<file path="src/design/prltm_pkg.sv">
package prltm_pkg;

  localparam int SEQ_W   = 32;
  localparam int BYTES_W = 16;
  localparam int TIME_W  = 48;
  localparam int CNT_W   = 32;
  localparam int RATE_W  = 40;
  localparam int LOSS_W  = 16;

  localparam logic [TIME_W-1:0] WINDOW_RESET = 48'd100000000;
  localparam logic [29:0]       NS_PER_S     = 30'd1000000000;

  // register byte offsets
  localparam logic [3:0] REG_WARMUP = 4'h0;
  localparam logic [3:0] REG_WINDOW = 4'h8;

  // classified work item handed from front to back
  typedef struct packed {
    logic [CNT_W-1:0]  packet_count;
    logic [TIME_W-1:0] delay_ns;
    logic [TIME_W-1:0] gap_ns;
    logic [RATE_W-1:0] wbytes;    // window bytes including this packet
    logic [TIME_W-1:0] elapsed;
    logic [CNT_W-1:0]  lost;
    logic [SEQ_W:0]    seq_p1;    // seq_id + 1
  } prltm_work_t;

  typedef enum logic [1:0] {
    BK_IDLE,
    BK_MUL,
    BK_DIV,
    BK_OUT
  } prltm_bk_state_t;

endpackage

</file>
<file path="src/design/packet_rx_loss_throughput_monitor.sv">
// a result passes through the queue, the multiply, the divide and the output states in that order
// the back takes a new item only once the previous result has left, held busy by the 4-bit-per-cycle divider
// packets inside warmup update the counters but give no result
// reset: synchronous active-low rst_n clears counters, window and queue;
// warmup_time resets to 0, window_length to 100000000
module packet_rx_loss_throughput_monitor import prltm_pkg::*; (
  input  logic               clk,
  input  logic               rst_n,
  // configuration port
  input  logic               psel,
  input  logic               penable,
  input  logic               pwrite,
  input  logic [3:0]         paddr,
  input  logic [63:0]        pwdata,
  output logic [63:0]        prdata,
  output logic               pready,
  // input channel
  input  logic               in_valid,
  output logic               in_stall,
  input  logic [SEQ_W-1:0]   in_seq_id,
  input  logic [BYTES_W-1:0] in_payload_bytes,
  input  logic [TIME_W-1:0]  in_sent_time,
  input  logic [TIME_W-1:0]  in_arrival_time,
  // result channel
  output logic               out_valid,
  input  logic               out_stall,
  output logic [CNT_W-1:0]   out_packet_count,
  output logic [TIME_W-1:0]  out_delay_ns,
  output logic [TIME_W-1:0]  out_gap_ns,
  output logic [RATE_W-1:0]  out_window_rate,
  output logic [LOSS_W-1:0]  out_loss_fraction
);

  logic [TIME_W-1:0] warmup_time_r;
  logic [TIME_W-1:0] window_length_r;
  logic              q_valid;
  logic              q_stall;
  prltm_work_t       q_data;

  assign pready = 1'b1;

  // register writes on the access phase
  always_ff @(posedge clk) begin
    if (!rst_n) begin
      warmup_time_r   <= '0;
      window_length_r <= WINDOW_RESET;
    end else if (psel && penable && pwrite) begin
      if (paddr == REG_WARMUP) warmup_time_r   <= pwdata[TIME_W-1:0];
      if (paddr == REG_WINDOW) window_length_r <= pwdata[TIME_W-1:0];
    end
  end

  always_comb begin
    priority if (paddr == REG_WARMUP) prdata = {16'd0, warmup_time_r};
    else if (paddr == REG_WINDOW)     prdata = {16'd0, window_length_r};
    else                              prdata = '0;
  end

  // front: sequence tracking, counters, window bookkeeping
  prltm_front u_front (
    .clk              (clk),
    .rst_n            (rst_n),
    .warmup_time      (warmup_time_r),
    .window_length    (window_length_r),
    .in_valid         (in_valid),
    .in_stall         (in_stall),
    .in_seq_id        (in_seq_id),
    .in_payload_bytes (in_payload_bytes),
    .in_sent_time     (in_sent_time),
    .in_arrival_time  (in_arrival_time),
    .q_valid          (q_valid),
    .q_stall          (q_stall),
    .q_data           (q_data)
  );

  // back: rate and loss division, result register
  prltm_back u_back (
    .clk               (clk),
    .rst_n             (rst_n),
    .q_valid           (q_valid),
    .q_stall           (q_stall),
    .q_data            (q_data),
    .out_valid         (out_valid),
    .out_stall         (out_stall),
    .out_packet_count  (out_packet_count),
    .out_delay_ns      (out_delay_ns),
    .out_gap_ns        (out_gap_ns),
    .out_window_rate   (out_window_rate),
    .out_loss_fraction (out_loss_fraction)
  );

endmodule

</file>
<file path="src/design/prltm_front.sv">
module prltm_front import prltm_pkg::*; (
  input  logic              clk,
  input  logic              rst_n,
  input  logic [TIME_W-1:0] warmup_time,
  input  logic [TIME_W-1:0] window_length,
  input  logic              in_valid,
  output logic              in_stall,
  input  logic [SEQ_W-1:0]  in_seq_id,
  input  logic [BYTES_W-1:0] in_payload_bytes,
  input  logic [TIME_W-1:0] in_sent_time,
  input  logic [TIME_W-1:0] in_arrival_time,
  output logic              q_valid,
  input  logic              q_stall,
  output prltm_work_t       q_data
);

  logic               seen_first_r;
  logic [SEQ_W-1:0]   highest_seq_r;
  logic [CNT_W-1:0]   lost_count_r;
  logic [CNT_W-1:0]   received_count_r;
  logic [TIME_W-1:0]  last_arrival_r;
  logic [RATE_W-1:0]  window_bytes_r;
  logic [TIME_W-1:0]  window_start_r;

  logic               full_r;
  prltm_work_t        slot_r;

  logic               acc;
  logic [SEQ_W:0]     hi_p1;
  logic [SEQ_W:0]     jump;
  logic [CNT_W:0]     lost_sum;
  logic [CNT_W-1:0]   lost_nxt;
  logic [SEQ_W-1:0]   highest_nxt;
  logic [CNT_W-1:0]   recv_nxt;
  logic               emit;
  logic [RATE_W:0]    wb_sum;
  logic [RATE_W-1:0]  wb_nxt;
  logic [TIME_W-1:0]  elapsed;

  // one-entry queue; accepts when empty or draining
  assign in_stall = full_r && q_stall;
  assign acc      = in_valid && !in_stall;
  assign q_valid  = full_r;
  assign q_data   = slot_r;

  always_comb begin
    hi_p1       = {1'b0, highest_seq_r} + 33'd1;
    jump        = {1'b0, in_seq_id} - hi_p1;
    lost_sum    = {1'b0, lost_count_r} + jump;
    lost_nxt    = lost_count_r;
    highest_nxt = highest_seq_r;
    if (!seen_first_r) begin
      highest_nxt = in_seq_id;
    end else if ({1'b0, in_seq_id} > hi_p1) begin
      lost_nxt    = lost_sum[CNT_W] ? {CNT_W{1'b1}} : lost_sum[CNT_W-1:0];
      highest_nxt = in_seq_id;
    end else if (in_seq_id >= highest_seq_r) begin
      highest_nxt = in_seq_id;
    end
    recv_nxt = (&received_count_r) ? received_count_r : received_count_r + 32'd1;
    emit     = in_arrival_time > warmup_time;
    wb_sum   = {1'b0, window_bytes_r} + {{(RATE_W+1-BYTES_W){1'b0}}, in_payload_bytes};
    wb_nxt   = wb_sum[RATE_W] ? {RATE_W{1'b1}} : wb_sum[RATE_W-1:0];
    elapsed  = (in_arrival_time > window_start_r) ? in_arrival_time - window_start_r
                                                  : '0;
  end

  always_ff @(posedge clk) begin
    if (!rst_n) begin
      seen_first_r     <= 1'b0;
      highest_seq_r    <= '0;
      lost_count_r     <= '0;
      received_count_r <= '0;
      last_arrival_r   <= '0;
      window_bytes_r   <= '0;
      window_start_r   <= '0;
      full_r           <= 1'b0;
    end else begin
      if (acc && emit) full_r <= 1'b1;
      else if (full_r && !q_stall) full_r <= 1'b0;
      if (acc) begin
        seen_first_r     <= 1'b1;
        highest_seq_r    <= highest_nxt;
        lost_count_r     <= lost_nxt;
        received_count_r <= recv_nxt;
        if (emit) begin
          last_arrival_r <= in_arrival_time;
          if (elapsed >= window_length) begin
            window_bytes_r <= '0;
            window_start_r <= in_arrival_time;
          end else begin
            window_bytes_r <= wb_nxt;
          end
        end
      end
    end
  end

  always_ff @(posedge clk) begin
    if (acc && emit) begin
      slot_r.packet_count <= recv_nxt;
      slot_r.delay_ns     <= (in_arrival_time > in_sent_time)
                             ? in_arrival_time - in_sent_time : '0;
      slot_r.gap_ns       <= (last_arrival_r != '0 && in_arrival_time > last_arrival_r)
                             ? in_arrival_time - last_arrival_r : '0;
      slot_r.wbytes       <= wb_nxt;
      slot_r.elapsed      <= elapsed;
      slot_r.lost         <= lost_nxt;
      slot_r.seq_p1       <= {1'b0, in_seq_id} + 33'd1;
    end
  end

endmodule

</file>
<file path="src/design/prltm_back.sv">
module prltm_back import prltm_pkg::*; (
  input  logic              clk,
  input  logic              rst_n,
  input  logic              q_valid,
  output logic              q_stall,
  input  prltm_work_t       q_data,
  output logic              out_valid,
  input  logic              out_stall,
  output logic [CNT_W-1:0]  out_packet_count,
  output logic [TIME_W-1:0] out_delay_ns,
  output logic [TIME_W-1:0] out_gap_ns,
  output logic [RATE_W-1:0] out_window_rate,
  output logic [LOSS_W-1:0] out_loss_fraction
);

  localparam int NUM_W = 72;            // bytes * 1e9 fits in 70 bits, padded to STEPS
  localparam int LN_W  = CNT_W + LOSS_W;
  localparam int STEPS = 4;             // quotient bits per cycle

  prltm_bk_state_t state_r, state_nxt;
  prltm_work_t     w_r;
  logic [NUM_W-1:0]  num_r;
  logic [TIME_W:0]   rem_r;
  logic [RATE_W-1:0] q_r;
  logic              rsat_r;
  logic [LN_W-1:0]   lnum_r;
  logic [SEQ_W+1:0]  lrem_r;
  logic [LN_W-1:0]   lq_r;
  logic [6:0]        cnt_r;
  logic [NUM_W-1:0]  prod_lo_r, prod_hi_r;

  logic [NUM_W-1:0]  num_v;
  logic [TIME_W:0]   rem_v;
  logic [RATE_W-1:0] q_v;
  logic              rsat_v;
  logic [LN_W-1:0]   lnum_v;
  logic [SEQ_W+1:0]  lrem_v;
  logic [LN_W-1:0]   lq_v;
  logic              take;

  assign take    = q_valid && (state_r == BK_IDLE);
  assign q_stall = (state_r != BK_IDLE);

  always_comb begin
    state_nxt = state_r;
    unique case (state_r)
      BK_IDLE: if (q_valid) state_nxt = BK_MUL;
      BK_MUL:  state_nxt = BK_DIV;
      BK_DIV:  if (cnt_r == 7'd0) state_nxt = BK_OUT;
      BK_OUT:  if (!out_stall) state_nxt = BK_IDLE;
      default: state_nxt = BK_IDLE;
    endcase
  end

  // restoring division, STEPS quotient bits per cycle for both quotients
  always_comb begin
    num_v  = num_r;
    rem_v  = rem_r;
    q_v    = q_r;
    rsat_v = rsat_r;
    lnum_v = lnum_r;
    lrem_v = lrem_r;
    lq_v   = lq_r;
    for (int k = 0; k < STEPS; k++) begin
      rem_v = {rem_v[TIME_W-1:0], num_v[NUM_W-1]};
      num_v = {num_v[NUM_W-2:0], 1'b0};
      if (rem_v >= {1'b0, w_r.elapsed}) begin
        rem_v = rem_v - {1'b0, w_r.elapsed};
        if (q_v[RATE_W-1]) rsat_v = 1'b1;
        q_v = {q_v[RATE_W-2:0], 1'b1};
      end else begin
        if (q_v[RATE_W-1]) rsat_v = 1'b1;
        q_v = {q_v[RATE_W-2:0], 1'b0};
      end
      lrem_v = {lrem_v[SEQ_W:0], lnum_v[LN_W-1]};
      lnum_v = {lnum_v[LN_W-2:0], 1'b0};
      if (lrem_v >= {1'b0, w_r.seq_p1}) begin
        lrem_v = lrem_v - {1'b0, w_r.seq_p1};
        lq_v   = {lq_v[LN_W-2:0], 1'b1};
      end else begin
        lq_v   = {lq_v[LN_W-2:0], 1'b0};
      end
    end
  end

  always_ff @(posedge clk) begin
    if (!rst_n) state_r <= BK_IDLE;
    else        state_r <= state_nxt;
  end

  always_ff @(posedge clk) begin
    unique case (state_r)
      BK_IDLE: if (take) begin
        w_r       <= q_data;
        // split multiply: 32x30 and 8x30
        prod_lo_r <= NUM_W'(q_data.wbytes[31:0]) * NUM_W'(NS_PER_S);
        prod_hi_r <= NUM_W'(q_data.wbytes[RATE_W-1:32]) * NUM_W'(NS_PER_S);
      end
      BK_MUL: begin
        num_r  <= prod_lo_r + (prod_hi_r << 32);
        rem_r  <= '0;
        q_r    <= '0;
        rsat_r <= 1'b0;
        lnum_r <= {w_r.lost, {LOSS_W{1'b0}}};
        lrem_r <= '0;
        lq_r   <= '0;
        cnt_r  <= 7'(NUM_W / STEPS - 1);
      end
      BK_DIV: begin
        num_r  <= num_v;
        rem_r  <= rem_v;
        q_r    <= q_v;
        rsat_r <= rsat_v;
        // loss dividend is shorter; shift it only once the count drops below LN_W / STEPS
        if (cnt_r < 7'(LN_W / STEPS)) begin
          lnum_r <= lnum_v;
          lrem_r <= lrem_v;
          lq_r   <= lq_v;
        end
        cnt_r  <= cnt_r - 7'd1;
      end
      BK_OUT: ;
      default: ;
    endcase
  end

  always_comb begin
    out_valid         = (state_r == BK_OUT);
    out_packet_count  = w_r.packet_count;
    out_delay_ns      = w_r.delay_ns;
    out_gap_ns        = w_r.gap_ns;
    if (w_r.elapsed == '0)     out_window_rate = '0;
    else if (rsat_r)           out_window_rate = {RATE_W{1'b1}};
    else                       out_window_rate = q_r;
    out_loss_fraction = (|lq_r[LN_W-1:LOSS_W]) ? {LOSS_W{1'b1}} : lq_r[LOSS_W-1:0];
  end

endmodule
</file>
<file path="config.mk">
export PLATFORM = sky130hd
export DESIGN_NAME = packet_rx_loss_throughput_monitor
export DESIGN_NICKNAME = d
export VERILOG_FILES = /design/src/design/prltm_pkg.sv /design/src/design/packet_rx_loss_throughput_monitor.sv /design/src/design/prltm_front.sv /design/src/design/prltm_back.sv
export SDC_FILE = /design/constraint.sdc
export NUM_CORES = 2
export LEC_CHECK = 0
export BUFFER_PORTS_ARGS = -buffer_cell sky130_fd_sc_hd__buf_4
export CORE_UTILIZATION = 40
export CTS_BUF_LIST = sky130_fd_sc_hd__clkbuf_8
export CTS_CLUSTER_DIAMETER = 30
export DETAILED_ROUTE_END_ITERATION = 10
export GPL_TIMING_DRIVEN = 0
export PLACE_DENSITY = 0.66
export SLEW_MARGIN = 20
export SYNTH_ARGS = -nofsm -noshare
export SYNTH_HDL_FRONTEND = slang
export SYNTH_SLANG_ARGS = --single-unit
</file>
<file path="constraint.sdc">
create_clock -name clk -period 26.9 [get_ports clk]
set_input_delay 5.38 -clock clk [delete_from_list [all_inputs] [get_ports clk]]
set_output_delay 5.38 -clock clk [all_outputs]
set_load 0.05 [all_outputs]
</file>
==> flow_summary.toml <==
[worst_setup_path]
worst-path-buf-inv = 9
cp_top_family = "compound AO/OA/AOI/OAI gates"
cpPeakStageDelay_ns = 0.86
ff2ff_path_depth = 59
crit_path_end = "u_back.rem_r[6]"
cp_max_fo = 10
critPathMostFrequentCell = "nand2_1"
cp-startpoint = "u_back.w_r[106]"
cp_num_cells = 59
cp-end-kind = "register"
cp.arrival_ns = 20.91
timing.rr.end = "u_back.rem_r[6]"
path_class = "reg -> reg"
crit_slowest_cell = "o21ai_1"
r2r_setup_slack_ns = 6.72
reg2reg_from = "u_back.w_r[106]"
required_ns = 27.63
worst_setup_path_start_kind = "register"

[yosys]
postSynthAreaPerCell_sq_um = 9.657
synth_largest_area_cell = "edfxtp_1"
ys_top_cells_by_area = "edfxtp_1, ha_1, fa_1, dfxtp_1, a21oi_1"
synth-edff-count = 876
synthCells = 9980
async_flop_share_pct = 0
synth.distinct_cells = 92
yosysWarnings = 0
synthFlopType = "edfxtp_1"
yosysSeqAreaShare_pct = 34.19
syn-cell-area_sq_um = 96380
synth_top_area_share_pct = 27.29
synth_seq_cells = 1208

[sta]
slew_violations = 0
worst_pin_slew_ns = 1.146
skew_ns = 0.1206
clock.fmax_ghz = 0.04955
setup_tns_ns = 0
min_period_over_period_pct = 75.02
fin_crit_ns = 20.18
rsz0062_at_grt = "false"
finalSetupViolations = 0
fin_ws_ns = 6.719
relSlewSlack_pct = 23.04
hold_viol = 0

[cts]
cts_resized = 0
cts_tree = "done"
h-tree-depth = 5
cts_sinks = 1208
clkSlewWorstSetupHoldPaths_ns = 0.06
cts_buffer_depth = 4
cts_setup_buffers = 0
cts_made_buffers = 309
hold_buffers = 0
cts_root_buf = "clkbuf_8"
clk_latency_ns = 1.07

[layout]
nNetsFinal = 12430
final_cells = 14180
final_common_cell = "ha_1"
mostFrequentLayoutCells = "ha_1, inv_1, edfxtp_1"
syn_to_final_growth_pct = 15.13
drive_gt1_share_pct = 12.82

[placement]
gp_congestion = 1.014
dp_cells = 13620
dpl_worst_slack_ns = 7.396
post-dp-hpwl_microns = 251900
port_buffers = 436

[global_route]
grt_pass1_vias = 78240
grt_pass1_wl_microns = 466800
grt_antenna_before_repair = 35
grt_max_degree = 57
overflow = 0
track_usage_pct = 25.07

[flow_run]
max_cap_violations = 0

[route]
firstDrtPassIters = 10
wl_per_cell_microns = 22.02
drtAntennaViolNets = 0
num_vias = 78000
drt_iter0_drc = 5767
totalWireLength_microns = 312300
vias_per_cell = 5.499
drc = 0

[die]
std_cell_rows = 179
dieArea_sq_um = 242900
coreArea_sq_um = 238700
die_w_microns = 492.9
io_pins = 470
start_util_pct = 40.37
dieHeight_microns = 492.9

[outcome]
status = "complete, no violations"

[min_path]
hp-class = "reg -> reg"
[synth_stat cells (all sizes together) (12+ instances only)]
cell type / instances
ha: 1039
inv: 940
edfxtp: 876
nor2: 815
a21oi: 789
nand2: 692
o21ai: 478
xnor2: 423
fa: 405
a21o: 358
dfxtp: 332
clkbuf: 235
xor2: 227
nand3: 215
mux2: 214
buf: 191
nor3: 139
mux2i: 137
and2: 131
nand4: 121
nor2b: 115
o21a: 112
nand2b: 94
o21bai: 83
a22o: 74
and3: 74
a211oi: 71
or3: 64
nor4: 57
a31oi: 54
o211ai: 41
o31ai: 31
or2: 31
a21boi: 30
a211o: 26
a31o: 23
and4: 23
a41oi: 21
o31a: 18
a2111oi: 16
o41ai: 13
a221oi: 12
nor3b: 12
[cells by family (layout without fill, tap and decap cells)]
logic type,count (synthesis),in the layout,share of synthesized area (%)
other,2,32,0.007792
buffers and inverters,1366,2372,5.970
AO/OA/AOI/OAI,2346,2346,15.36
XOR/XNOR,650,650,5.907
adder cells (fa/ha/maj),1444,1444,21.90
AND/OR/NAND/NOR,2613,2613,12.74
flip-flops,1208,1208,34.19
multiplexers,351,351,3.923
[sequential cells by signal (all words and copies together) (netlist names), 29 cells and up]
| name | cells |
|---|---|
| u_back.lnum_r | 32 |
| u_back.lq_r | 48 |
| u_back.lrem_r | 33 |
| u_back.num_r | 63 |
| u_back.out_delay_ns | 48 |
| u_back.out_gap_ns | 48 |
| u_back.out_packet_count | 32 |
| u_back.prod_hi_r | 29 |
| u_back.prod_lo_r | 53 |
| u_back.q_r | 40 |
| u_back.rem_r | 48 |
| u_back.w_r | 113 |
| u_front.highest_seq_r | 32 |
| u_front.last_arrival_r | 48 |
| u_front.lost_count_r | 32 |
| u_front.q_data | 281 |
| u_front.received_count_r | 32 |
| u_front.window_bytes_r | 40 |
| u_front.window_start_r | 48 |
| warmup_time_r | 48 |
| window_length_r | 48 |
[metrics by stage]
step	instance area, sq um	hold WS, ns	util [%]
after floorplan	96440	0.4003	-
final	111000	0.3455	46.48
after CTS	110900	0.3493	46.46
after detailed placement	104300	0.4045	43.69
after global routing	110900	0.3586	46.47
after global placement	103700	0.4013	43.42
[cell type report]
cell class                      count  area (sq um)
Inverter                          940          3528
Sequential cell                  1208         32950
Clock inverter                    219          2113
Timing Repair Buffer              461          3837
Clock buffer                      326          4487
Multi-Input combinational cell   7421         57800
Antenna cell                       15         37.54
Fill cell                       22630        127800
Buffer                            426          2243
Tap cell                         3167          3963
[worst register-to-register path, delay by kind of cell, from the launching register on]
family | cells | cell delay, ns
buf+inv | 9 | 4.63
fa+ha+maj | 4 | 1.30
mux | 2 | 0.69
compound gates | 26 | 7.92
flops | 1 | 0.58
simple gates | 18 | 4.77
[worst min path at each step]
stage / startpoint / end / slack, ns / depth (start not counted)
after floorplan: u_front.q_data[201] / u_back.out_delay_ns[0] / 0.40 / 0
after global placement: u_front.q_data[195] / u_back.out_gap_ns[42] / 0.40 / 0
after detailed placement: u_front.q_data[195] / u_back.out_gap_ns[42] / 0.40 / 0
after CTS: u_front.q_data[165] / u_back.out_gap_ns[12] / 0.35 / 0
after global routing: u_front.q_data[241] / u_back.out_delay_ns[40] / 0.36 / 0
final: u_front.q_data[165] / u_back.out_gap_ns[12] / 0.35 / 0
[per-layer routing]
layer	track usage (%)	up-vias	part of all wire, %
li1	-	36940	-
met1	32.19	37690	43
met2	40.13	2720	45
met5	0	-	0.033
met3	5.791	630	7.6
met4	11.21	16	4.5
Power is left out: the tool's default activity adds up to more than one toggle a clock period on the data nets, which glitch-free logic cannot reach.
